$ cat src/rtl/json_string_unescape_utf8_assert.svh
`ifndef JSON_STRING_UNESCAPE_UTF8_ASSERT_SVH
`define JSON_STRING_UNESCAPE_UTF8_ASSERT_SVH

// Same-cycle implication, checked on clk outside reset.
`define JSU_ASSERT_NOW(label, ante, cons) \
    label: assert property (@(posedge clk) disable iff (!rst_n) (ante) |-> (cons)) \
        else $error("json unescape assertion failed");

// Next-cycle implication, checked on clk outside reset.
`define JSU_ASSERT_NEXT(label, ante, cons) \
    label: assert property (@(posedge clk) disable iff (!rst_n) (ante) |=> (cons)) \
        else $error("json unescape assertion failed");

`endif

$ cat src/rtl/jsu_pkg.sv
package jsu_pkg;

    // Decoder modes, one-hot.
    typedef enum logic [6:0] {
        MODE_IDLE    = 7'b0000001,
        MODE_BODY    = 7'b0000010,
        MODE_ESC     = 7'b0000100,
        MODE_HEX_HI  = 7'b0001000,
        MODE_PAIR_BS = 7'b0010000,
        MODE_PAIR_U  = 7'b0100000,
        MODE_HEX_LO  = 7'b1000000
    } mode_t;

    localparam logic CMD_DATA = 1'b0;
    localparam logic CMD_EOT  = 1'b1;

    localparam logic [3:0] ST_RUN     = 4'd0;
    localparam logic [3:0] ST_CLOSED  = 4'd1;
    localparam logic [3:0] ST_NOQUOTE = 4'd2;
    localparam logic [3:0] ST_CONTROL = 4'd3;
    localparam logic [3:0] ST_BADESC  = 4'd4;
    localparam logic [3:0] ST_BADHEX  = 4'd5;
    localparam logic [3:0] ST_SURR    = 4'd6;
    localparam logic [3:0] ST_UNTERM  = 4'd7;
    localparam logic [3:0] ST_CUTESC  = 4'd8;
    localparam logic [3:0] ST_CUTUNI  = 4'd9;

    localparam logic [7:0] CH_QUOTE     = 8'h22;
    localparam logic [7:0] CH_BACKSLASH = 8'h5C;
    localparam logic [7:0] CH_SLASH     = 8'h2F;
    localparam logic [7:0] CH_U         = 8'h75;
    localparam logic [7:0] CTRL_LIMIT   = 8'h20;

    // Upper six bits of high and low surrogate code units.
    localparam logic [5:0] SURR_HI_TAG = 6'b110110;
    localparam logic [5:0] SURR_LO_TAG = 6'b110111;
    // 0x10000 expressed in units of 1024.
    localparam logic [10:0] PAIR_BASE  = 11'd64;

    localparam logic [20:0] CP_MAX_1 = 21'h00007F;
    localparam logic [20:0] CP_MAX_2 = 21'h0007FF;
    localparam logic [20:0] CP_MAX_3 = 21'h00FFFF;

    // One input word's worth of results: up to four bytes, or a bare status.
    typedef struct packed {
        logic [3:0][7:0] bytes;
        logic [1:0]      last_idx;
        logic            has_bytes;
        logic [3:0]      status;
    } group_t;

    // Returns {is_hex, nibble}.
    function automatic logic [4:0] hex_decode(input logic [7:0] c);
        logic [4:0] r;
        r = '0;
        if (c >= 8'h30 && c <= 8'h39) begin
            r = {1'b1, c[3:0]};
        end
        else if ((c >= 8'h61 && c <= 8'h66) || (c >= 8'h41 && c <= 8'h46)) begin
            r = {1'b1, c[3:0] + 4'd9};
        end
        return r;
    endfunction

    function automatic group_t utf8_group(input logic [20:0] cp);
        group_t g;
        g = '0;
        g.has_bytes = 1'b1;
        g.status    = ST_RUN;
        if (cp <= CP_MAX_1) begin
            g.bytes[0] = {1'b0, cp[6:0]};
            g.last_idx = 2'd0;
        end
        else if (cp <= CP_MAX_2) begin
            g.bytes[0] = {3'b110, cp[10:6]};
            g.bytes[1] = {2'b10, cp[5:0]};
            g.last_idx = 2'd1;
        end
        else if (cp <= CP_MAX_3) begin
            g.bytes[0] = {4'b1110, cp[15:12]};
            g.bytes[1] = {2'b10, cp[11:6]};
            g.bytes[2] = {2'b10, cp[5:0]};
            g.last_idx = 2'd2;
        end
        else begin
            g.bytes[0] = {5'b11110, cp[20:18]};
            g.bytes[1] = {2'b10, cp[17:12]};
            g.bytes[2] = {2'b10, cp[11:6]};
            g.bytes[3] = {2'b10, cp[5:0]};
            g.last_idx = 2'd3;
        end
        return g;
    endfunction

endpackage

$ cat src/rtl/jsu_decode.sv
module jsu_decode (
    input  logic            clk,
    input  logic            rst_n,
    input  logic            fire,
    input  logic            command,
    input  logic [7:0]      data_byte,
    output jsu_pkg::group_t grp
);
    import jsu_pkg::*;

    mode_t       mode_reg, mode_next;
    logic [1:0]  digits_reg, digits_next;
    logic [11:0] acc_reg, acc_next;
    logic [9:0]  hs_reg, hs_next;
    logic        clear;
    logic        eot;
    logic [4:0]  hex;
    logic [15:0] acc_full;

    assign eot      = (command == CMD_EOT);
    assign hex      = hex_decode(data_byte);
    assign acc_full = {acc_reg, hex[3:0]};

    always_comb
    begin
        grp          = '0;
        grp.status   = ST_RUN;
        mode_next    = mode_reg;
        digits_next  = digits_reg;
        acc_next     = acc_reg;
        hs_next      = hs_reg;
        clear        = 1'b0;
        unique case (mode_reg)
            MODE_BODY:
            begin
                if (eot) begin
                    clear = 1'b1; grp.status = ST_UNTERM;
                end
                else if (data_byte == CH_QUOTE) begin
                    clear = 1'b1; grp.status = ST_CLOSED;
                end
                else if (data_byte < CTRL_LIMIT) begin
                    clear = 1'b1; grp.status = ST_CONTROL;
                end
                else if (data_byte == CH_BACKSLASH) begin
                    mode_next = MODE_ESC;
                end
                else begin
                    grp.has_bytes = 1'b1;
                    grp.bytes[0]  = data_byte;
                end
            end
            MODE_ESC:
            begin
                if (eot) begin
                    clear = 1'b1; grp.status = ST_CUTESC;
                end
                else begin
                    mode_next     = MODE_BODY;
                    grp.has_bytes = 1'b1;
                    case (data_byte) inside
                        CH_QUOTE, CH_BACKSLASH, CH_SLASH: grp.bytes[0] = data_byte;
                        8'h62: grp.bytes[0] = 8'h08;
                        8'h66: grp.bytes[0] = 8'h0C;
                        8'h6E: grp.bytes[0] = 8'h0A;
                        8'h72: grp.bytes[0] = 8'h0D;
                        8'h74: grp.bytes[0] = 8'h09;
                        CH_U:
                        begin
                            grp.has_bytes = 1'b0;
                            mode_next     = MODE_HEX_HI;
                            digits_next   = 2'd0;
                            acc_next      = '0;
                        end
                        default:
                        begin
                            grp.has_bytes = 1'b0;
                            clear         = 1'b1;
                            grp.status    = ST_BADESC;
                        end
                    endcase
                end
            end
            MODE_HEX_HI, MODE_HEX_LO:
            begin
                if (eot) begin
                    clear = 1'b1; grp.status = ST_CUTUNI;
                end
                else if (!hex[4]) begin
                    clear = 1'b1; grp.status = ST_BADHEX;
                end
                else if (digits_reg != 2'd3) begin
                    digits_next = digits_reg + 2'd1;
                    acc_next    = acc_full[11:0];
                end
                else if (mode_reg == MODE_HEX_HI) begin
                    if (acc_full[15:10] == SURR_HI_TAG) begin
                        hs_next     = acc_full[9:0];
                        acc_next    = '0;
                        digits_next = 2'd0;
                        mode_next   = MODE_PAIR_BS;
                    end
                    else if (acc_full[15:10] == SURR_LO_TAG) begin
                        clear = 1'b1; grp.status = ST_SURR;
                    end
                    else begin
                        grp = utf8_group({5'd0, acc_full});
                        mode_next   = MODE_BODY;
                        digits_next = 2'd0;
                        acc_next    = '0;
                        hs_next     = '0;
                    end
                end
                else begin
                    if (acc_full[15:10] != SURR_LO_TAG) begin
                        clear = 1'b1; grp.status = ST_SURR;
                    end
                    else begin
                        grp = utf8_group({({1'b0, hs_reg} + PAIR_BASE), acc_full[9:0]});
                        mode_next   = MODE_BODY;
                        digits_next = 2'd0;
                        acc_next    = '0;
                        hs_next     = '0;
                    end
                end
            end
            MODE_PAIR_BS:
            begin
                if (eot || data_byte != CH_BACKSLASH) begin
                    clear = 1'b1; grp.status = ST_SURR;
                end
                else begin
                    mode_next = MODE_PAIR_U;
                end
            end
            MODE_PAIR_U:
            begin
                if (eot || data_byte != CH_U) begin
                    clear = 1'b1; grp.status = ST_SURR;
                end
                else begin
                    mode_next   = MODE_HEX_LO;
                    digits_next = 2'd0;
                    acc_next    = '0;
                end
            end
            default:
            begin
                // Idle: wait for the opening quote.
                if (!eot && data_byte == CH_QUOTE) begin
                    mode_next   = MODE_BODY;
                    digits_next = 2'd0;
                    acc_next    = '0;
                    hs_next     = '0;
                end
                else begin
                    clear = 1'b1; grp.status = ST_NOQUOTE;
                end
            end
        endcase
        if (clear) begin
            mode_next   = MODE_IDLE;
            digits_next = 2'd0;
            acc_next    = '0;
            hs_next     = '0;
        end
    end

    always_ff @(posedge clk or negedge rst_n)
    begin
        if (!rst_n) begin
            mode_reg   <= MODE_IDLE;
            digits_reg <= 2'd0;
            acc_reg    <= '0;
            hs_reg     <= '0;
        end
        else if (fire) begin
            mode_reg   <= mode_next;
            digits_reg <= digits_next;
            acc_reg    <= acc_next;
            hs_reg     <= hs_next;
        end
    end

endmodule

$ cat src/rtl/jsu_emit.sv
module jsu_emit (
    input  logic            clk,
    input  logic            rst_n,
    input  logic            load,
    input  jsu_pkg::group_t grp,
    input  logic            result_stall,
    output logic            result_valid,
    output logic            can_load,
    output logic [7:0]      out_byte,
    output logic            byte_valid,
    output logic [3:0]      status,
    output logic            last
);
    import jsu_pkg::*;

    group_t     grp_reg;
    logic [1:0] idx_reg;
    logic       full_reg;
    logic       take;
    logic       done;

    assign result_valid = full_reg;
    assign out_byte     = grp_reg.has_bytes ? grp_reg.bytes[idx_reg] : 8'd0;
    assign byte_valid   = grp_reg.has_bytes;
    assign status       = grp_reg.status;
    assign last         = (idx_reg == grp_reg.last_idx);
    assign take         = full_reg && !result_stall;
    assign done         = take && last;
    assign can_load     = !full_reg || done;

    always_ff @(posedge clk)
    begin
        if (load) begin
            grp_reg <= grp;
        end
    end

    always_ff @(posedge clk or negedge rst_n)
    begin
        if (!rst_n) begin
            full_reg <= 1'b0;
            idx_reg  <= 2'd0;
        end
        else if (load) begin
            full_reg <= 1'b1;
            idx_reg  <= 2'd0;
        end
        else if (done) begin
            full_reg <= 1'b0;
        end
        else if (take) begin
            idx_reg <= idx_reg + 2'd1;
        end
    end

endmodule

$ cat src/rtl/json_string_unescape_utf8.sv
// Output: the first result word of an input word appears the cycle after it is accepted.
// Throughput: one input word per cycle when it yields a single result word and the
// result channel does not stall; a code point of more than one UTF-8 byte stalls the input
// until the result register has drained it, one byte per cycle unless result_stall holds it.
// Reset: rst_n (async, active low) returns the decoder to idle, awaiting an opening quote,
// and empties the result register.
`include "json_string_unescape_utf8_assert.svh"

module json_string_unescape_utf8 (
    input  logic       clk,
    input  logic       rst_n,
    // Input channel: one JSON text byte or end-of-text command per word.
    input  logic       item_valid,
    output logic       item_stall,
    input  logic       command,
    input  logic [7:0] data_byte,
    // Result channel: one decoded byte or status per word.
    output logic       result_valid,
    input  logic       result_stall,
    output logic [7:0] out_byte,
    output logic       byte_valid,
    output logic [3:0] status,
    output logic       last
);
    import jsu_pkg::*;

    group_t grp;
    logic   can_load;
    logic   fire;

    // Accept a new word whenever the result register is empty or drains its
    // final word this cycle; the decoder state and the result group advance together.
    assign item_stall = !can_load;
    assign fire       = item_valid && can_load;

    // Decoder: mode, hex digit gathering and surrogate pairing; builds the
    // whole group of result words for the current input word in one pass.
    jsu_decode u_decode (
        .clk       (clk),
        .rst_n     (rst_n),
        .fire      (fire),
        .command   (command),
        .data_byte (data_byte),
        .grp       (grp)
    );

    // Result register: hold the group and present its words one per cycle unless result_stall is high.
    jsu_emit u_emit (
        .clk          (clk),
        .rst_n        (rst_n),
        .load         (fire),
        .grp          (grp),
        .result_stall (result_stall),
        .result_valid (result_valid),
        .can_load     (can_load),
        .out_byte     (out_byte),
        .byte_valid   (byte_valid),
        .status       (status),
        .last         (last)
    );

    // A word without a byte is always the only, hence final, word of its group.
    `JSU_ASSERT_NOW(a_bare_status_is_last, result_valid && !byte_valid, last)
    // Terminal statuses never ride along with decoded bytes.
    `JSU_ASSERT_NOW(a_status_no_byte, result_valid && status != ST_RUN, !byte_valid)
    // An accepted word shows up at the output on the next cycle.
    `JSU_ASSERT_NEXT(a_accept_shows, fire, result_valid)
    // Taking a non-final word leaves the rest of the group pending.
    `JSU_ASSERT_NEXT(a_group_continues, result_valid && !result_stall && !last,
                     result_valid && byte_valid)

endmodule

$ cat config.mk
export PLATFORM = sky130hd
export DESIGN_NAME = json_string_unescape_utf8
export DESIGN_NICKNAME = d
export VERILOG_FILES = /design/src/rtl/jsu_pkg.sv /design/src/rtl/jsu_decode.sv /design/src/rtl/jsu_emit.sv /design/src/rtl/json_string_unescape_utf8.sv
export VERILOG_INCLUDE_DIRS = /design/src /design/src/rtl
export SDC_FILE = /design/constraint.sdc
export NUM_CORES = 1
export LEC_CHECK = 0
export ABC_AREA = 1
export BUFFER_PORTS_ARGS = -buffer_cell sky130_fd_sc_hd__buf_2
export CORE_UTILIZATION = 35
export DETAILED_ROUTE_END_ITERATION = 10
export PLACE_DENSITY = 0.47
export SYNTH_ARGS = -nofsm -noshare
export SYNTH_HDL_FRONTEND = slang
export SYNTH_SLANG_ARGS = --single-unit
$ cat constraint.sdc
create_clock -name clk -period 3.75 [get_ports clk]
set_input_delay 0.75 -clock clk [delete_from_list [all_inputs] [get_ports clk]]
set_output_delay 0.75 -clock clk [all_outputs]
set_load 0.1 [all_outputs]
Word level (Yosys, flattened, before mapping)
Index checks and enable logic that the tools add are counted.
{ "totals": {"ff_bits": 73, "in_bits": 13} }
{ "op_classes": {"n_bitwise": 2, "n_eq_ne": 46, "n_addsub": 4, "n_lt_le_gt_ge": 13, "mux": 172, "n_reduce_logical": 29} }
{ "op_table": {"columns": ["cell", "n"], "rows": [
  ["2-to-1 mux 12 bit", 18],
  ["2-to-1 mux 26 bit", 8],
  ["2-to-1 mux 7 bit", 22],
  ["2-to-1 mux 8 bit", 14],
  ["2-to-1 mux 10 bit", 11],
  ["2-to-1 mux 39 bit", 2],
  ["2-to-1 mux 24 bit", 3],
  ["2-to-1 mux 35 bit", 2],
  ["equality test 8 x 7 -> 1 bit (second input constant)", 7],
  ["2-to-1 mux 2 bit", 24],
  ["one-hot mux 12 bit (4 select lines)", 1],
  ["2-to-1 mux 4 bit", 11],
  ["inequality test 3 x 2 -> 1 bit (second input constant)", 14],
  ["2-to-1 mux 18 bit", 2],
  ["one-hot mux 7 bit (5 select lines)", 1],
  ["2-to-1 mux 1 bit", 34],
  ["one-hot mux 8 bit (3 select lines)", 1],
  ["2-to-1 mux 11 bit", 2],
  ["less-or-equal comparator 21 x 11 -> 1 bit (second input constant)", 1],
  ["less-or-equal comparator 21 x 16 -> 1 bit (second input constant)", 1],
  ["less-or-equal comparator 21 x 7 -> 1 bit (second input constant)", 1],
  ["one-hot mux 10 bit (2 select lines)", 1],
  ["one-hot mux 4 bit (5 select lines)", 1],
  ["2-to-1 mux 3 bit", 6],
  ["51 further kinds", 78]
]} }

Logic depth before layout (Yosys ltp)
{ "logic_depth": {"ltp_word": 19, "depth_mapped": 22} }

Modules after synthesis
From an unflattened synthesis, not the netlist that was laid out.
{ "hier_totals": {"hier_cells": 801, "hier_area_um2": 5661.7} }
{ "by_module_without_submodules": {"columns": ["module", "cells_per_inst", "area_each_um2", "seq_area_each_um2", "instances"], "rows": [
  ["jsu_decode", 666, 3932.5, 777.0, 1],
  ["jsu_emit", 132, 1717.9, 1246.2, 1],
  ["json_string_unescape_utf8", 3, 11.3, 0.0, 1]
]} }

Least setup slack after synthesis
OpenSTA, ideal clock, no wires.
{ "synth_timing": {"path_type": "reg-to-output", "startpoint": "register u_emit.grp_reg (netlist bit u_emit.byte_valid)", "endpoint": "output port out_byte[6]", "stages_incl_launch_ff": 3, "arrival_time_ns": 3.102, "t_required_ns": 3.000, "slack_ns": -0.102, "cell_sequence": "edfxtp_1 > nand2_1 > nor3_1"} }
{ "synth_between": {"elab_chain_len": 1} }
{ "synth_rtl": {"columns": ["item", "line", "source"], "rows": [
  ["start: declaration", "jsu_emit.sv:16", "group_t grp_reg;"],
  ["start signal: assignment", "jsu_emit.sv:34", "grp_reg <= grp;"],
  ["2-to-1 mux 8 bit", "jsu_emit.sv:23", "assign out_byte = grp_reg.has_bytes ? grp_reg.bytes[idx_reg] : 8'd0;"],
  ["end: declaration", "json_string_unescape_utf8.sv:20", "output logic [7:0] out_byte,"]
]} }
No other way between the ends.

Worst setup path in the final report
{ "layout_timing": {"startpoint": "input port data_byte[0]", "endpoint": "register u_emit.grp_reg[25] (netlist name), data pin"} }
{ "layout_between": {"elab_chain_len": 15, "word_cells_on_any_way": 37, "classes_between": "add/sub: 1; order compare: 11; mux: 19; bitwise: 1; reduce/logical: 5"} }
{ "layout_rtl": {"columns": ["item", "line", "source"], "rows": [
  ["start: declaration", "json_string_unescape_utf8.sv:16", "input logic [7:0] data_byte,"],
  [">= comparator 8 x 7 -> 1 bit / less-or-equal comparator 8 x 7 -> 1 bit (equally long branches)", "jsu_pkg.sv:59", "else if ((c >= 8'h61 && c <= 8'h66) || (c >= 8'h41 && c <= 8'h46)) begin"],
  ["logical AND 1 bit", "jsu_pkg.sv:59", null],
  ["logical OR 1 bit", "jsu_pkg.sv:59", null],
  ["2-to-1 mux 5 bit", "jsu_pkg.sv:59", null],
  ["2-to-1 mux 5 bit (*)", "jsu_pkg.sv:56", "if (c >= 8'h30 && c <= 8'h39) begin"],
  ["less-or-equal comparator 21 x 16 -> 1 bit", "jsu_pkg.sv:79", "else if (cp <= CP_MAX_3) begin"],
  ["2-to-1 mux 24 bit", "jsu_pkg.sv:79", null],
  ["2-to-1 mux 26 bit (3 in a row)", null, null],
  ["2-to-1 mux 26 bit", "jsu_decode.sv:33", "unique case (mode_reg)"],
  ["2-to-1 mux 16 bit", "jsu_pkg.sv:74", "else if (cp <= CP_MAX_2) begin"],
  ["2-to-1 mux 24 bit", "jsu_pkg.sv:70", "if (cp <= CP_MAX_1) begin"],
  ["2-to-1 mux 35 bit", "jsu_decode.sv:115", "if (acc_full[15:10] != SURR_LO_TAG) begin"],
  ["2-to-1 mux 39 bit", "jsu_decode.sv:96", "else if (mode_reg == MODE_HEX_HI) begin"]
]} }
Mark *: on every way between the ends. The rest lies on a longest branch, timed or not. The select of a mux whose other input is x is not followed.
A chain may end at the register's enable or synchronous reset.

==> reports/metrics.csv <==
metric;value;unit
ys async rst share;49.28;%
post-detail-place hpwl;12.73;mm
minimum clock period;3.250;ns
via/cell ratio;5.374;
cell depth of the worst flop-to-flop path;10;
first-pass GRT wire length;26.01;mm
CTS root buffer;clkbuf_16;
Slew HR;38.57;%
final hold violations;0;
DRT Pass-1 Iters;8;
flops & latches, synth;69;
Slew Limit Fails;0;
syn nets;744;
RSZ-0062 raised after global routing;false;
hold_buf cts;0;
Setup crit end kind;flip-flop;
Sum Neg Setup Slack;0;ns
H-tree depth;3;
Netlist Area Pre-Place;5157;µm²
Synth Area per Inst;7.124;µm²
post-route worst setup slack;0.5000;ns
sequential area share after synthesis;36.90;%
cell taking the most area after synthesis;edfxtp_1;
PwrDens;524.8;nW/µm²
gr usage total;23.14;%
Hold/Removal Path Class;reg -> reg;
Post-Place Setup Slack;0.1886;ns
Avg WL per Cell;17.79;µm
synth warn;0;
Clock Sinks;69;
Core ar.;14150;µm²
synth cell count leaders;178 x nand2_1, 93 x nor2_1, 69 x inv_1;
final non-filler cell area;5773;µm²
number of synthesized flops with an enable pin;35;
vias in the first global route;4735;
Routed Antenna Nets;0;
Die Width;123.4;µm
CP startpoint kind;input port;
critical path peak fanout;13;
Placed Area;5465;µm²
max FFs per register;30;
post_cts resized;0;
skew final;0.009944;ns
Critical Path AT;3.34;ns
largest net degree at the start of global routing;51;
worst slew pin tran;0.9180;ns
Peak VDD IR;247.4;µV
CTS tree;yes;
library cells used by synthesis;47;
Peak Freq;307.7;MHz
Num CTS Buffers;9;
slowest CP cell;nand2_1;
cells after synthesis;724;
Die Height;123.4;µm
commonest register cell after synthesis;edfxtp_1;
Yosys top cell area share;20.38;%
drt initial violations;406;
drc violations;0;
grt total ovfl;0;
Worst Path Required;3.84;ns
cells along the critical path;buf_2 > inv_1 > ha_1 > inv_1 > nand3_1 > nand3_2 > nand2_2 > nand2_2 > inv_2 > nand2_1 > nor2_1 > nand4_1 > nand2_1 > buf_4 > nand2_1 > o21ai_1 > nor2_1 > a21oi_1 > nor2_1;
Hold Slack;0.4799;ns
run status;complete, no violations;
full die area;15230;µm²
crit share post-route;86.67;%
total of max-cap violations;0;
layout cells sized above 1;13.73;%
WS Path Type;in -> reg;
antenna violations before repair;0;
# diodes;0;
Area contributors post-synth;edfxtp_1 20%, dfrtp_1 16%, nand2_1 13%;
final setup fails;0;
I/O pin count;29;
Multi-input gate area;2804;µm²
LEAKAGE;2.489;nW
Final nets;765;
Initial Util;36.45;%
gp weighted congestion;0.9176;
Post-CTS Setup Bufs;0;
Fillers;1558;
clock slew at reported path FFs;0.05;ns
Syn-to-layout area delta;11.94;%
FF+latch area;1903;µm²
Clk Latency, worst-skew pair;0.34;ns
Port Buffers;28;
Hold Path Depth;2;
Clock Tree Buf Depth;2;
most frequent cell after synthesis;nand2_1;
Worst path max stage delay;0.32;ns
Rows;43;
Vias;4998;
Routed WL;16.55;mm
cells by family (layout without fill, tap and decap cells):
kind of cell	after synthesis	in the layout	synth area share (%)
xor gates and xnor gates	4	4	0.6794
AOI/OAI and AO/OA	113	113	12.88
adders and majority gates	7	7	1.698
buffers and inverters	110	136	8.831
DFF	69	69	36.90
and+or+nand+nor	421	421	39.01
metrics by stage:
step	power [mW]	util [%]	cells
CTS	3.070	40.80	930
global route	3.187	40.80	930
finish	3.030	40.80	930
global placement	2.169	38.62	914
detailed placement	2.169	38.62	914
floorplan	1.943	-	724
worst max-delay path, delay by kind of cell:
family | cells | cell delay [ns]
buf+inv | 5 | 0.82
simple gates | 11 | 1.36
compound gates | 2 | 0.18
fa+ha+maj | 1 | 0.21
power by group:
| part | switching (mW) | total [mW] | internal [mW] |
|---|---|---|---|
| registers | 0.0833 | 0.998 | 0.914 |
| clock network | 0.310 | 0.888 | 0.578 |
| logic | 0.925 | 1.14 | 0.219 |
| total | 1.32 | 3.03 | 1.71 |
final cells by class:
cell class,instances,share of cell area (%)
Sequential cell,69,32.96
Tap cell,180,3.901
Multi-Input combinational cell,545,48.57
Inverter,80,5.245
Clock buffer,11,4.031
Timing Repair Buffer,40,3.988
Clock inverter,5,1.300
layout by cell type, fill, tap and decap left out, types with 3 or more instances in the layout:
cell type / count
nand3_1: 59
nor2_2: 4
nor2_1: 93
o21ai_1: 14
buf_4: 12
ha_1: 7
nand2_1: 178
edfxtp_1: 35
a22oi_1: 3
clkbuf_16: 9
inv_2: 10
nor4_1: 7
dfrtp_1: 33
nor2_4: 6
o2111ai_1: 4
nand3_2: 4
inv_1: 69
nor4_4: 4
nand4_1: 25
o21ai_0: 38
o211ai_1: 14
nor3_1: 21
nand2_2: 10
a21oi_1: 28
buf_2: 28
per-layer routing:
metal	routed length, µm	part of all wire, %	track usage, %	up-vias
met4	373	2.3	9.413	0
li1	-	-	-	2484
met5	0	0	0	-
met3	784	4.7	3.828	24
met1	7873	48	31.49	2339
met2	7517	45	36.35	151
final timing paths:
kind | start | endpoint | slack [ns]
max | data_byte[0] | u_emit.grp_reg[25] | 0.50
min | u_decode.digits_reg[1] | u_decode.digits_reg[1] | 0.48
max reg2reg | u_decode.mode_reg[6] | u_emit.grp_reg[15] | 0.99
min reg2reg | u_decode.digits_reg[1] | u_decode.digits_reg[1] | 0.48
max in group asynchronous | rst_n | u_decode.hs_reg[2] | 2.71
min in group asynchronous | rst_n | u_emit.result_valid | 0.50
No activity file was read; power rests on OpenSTA's default activity.
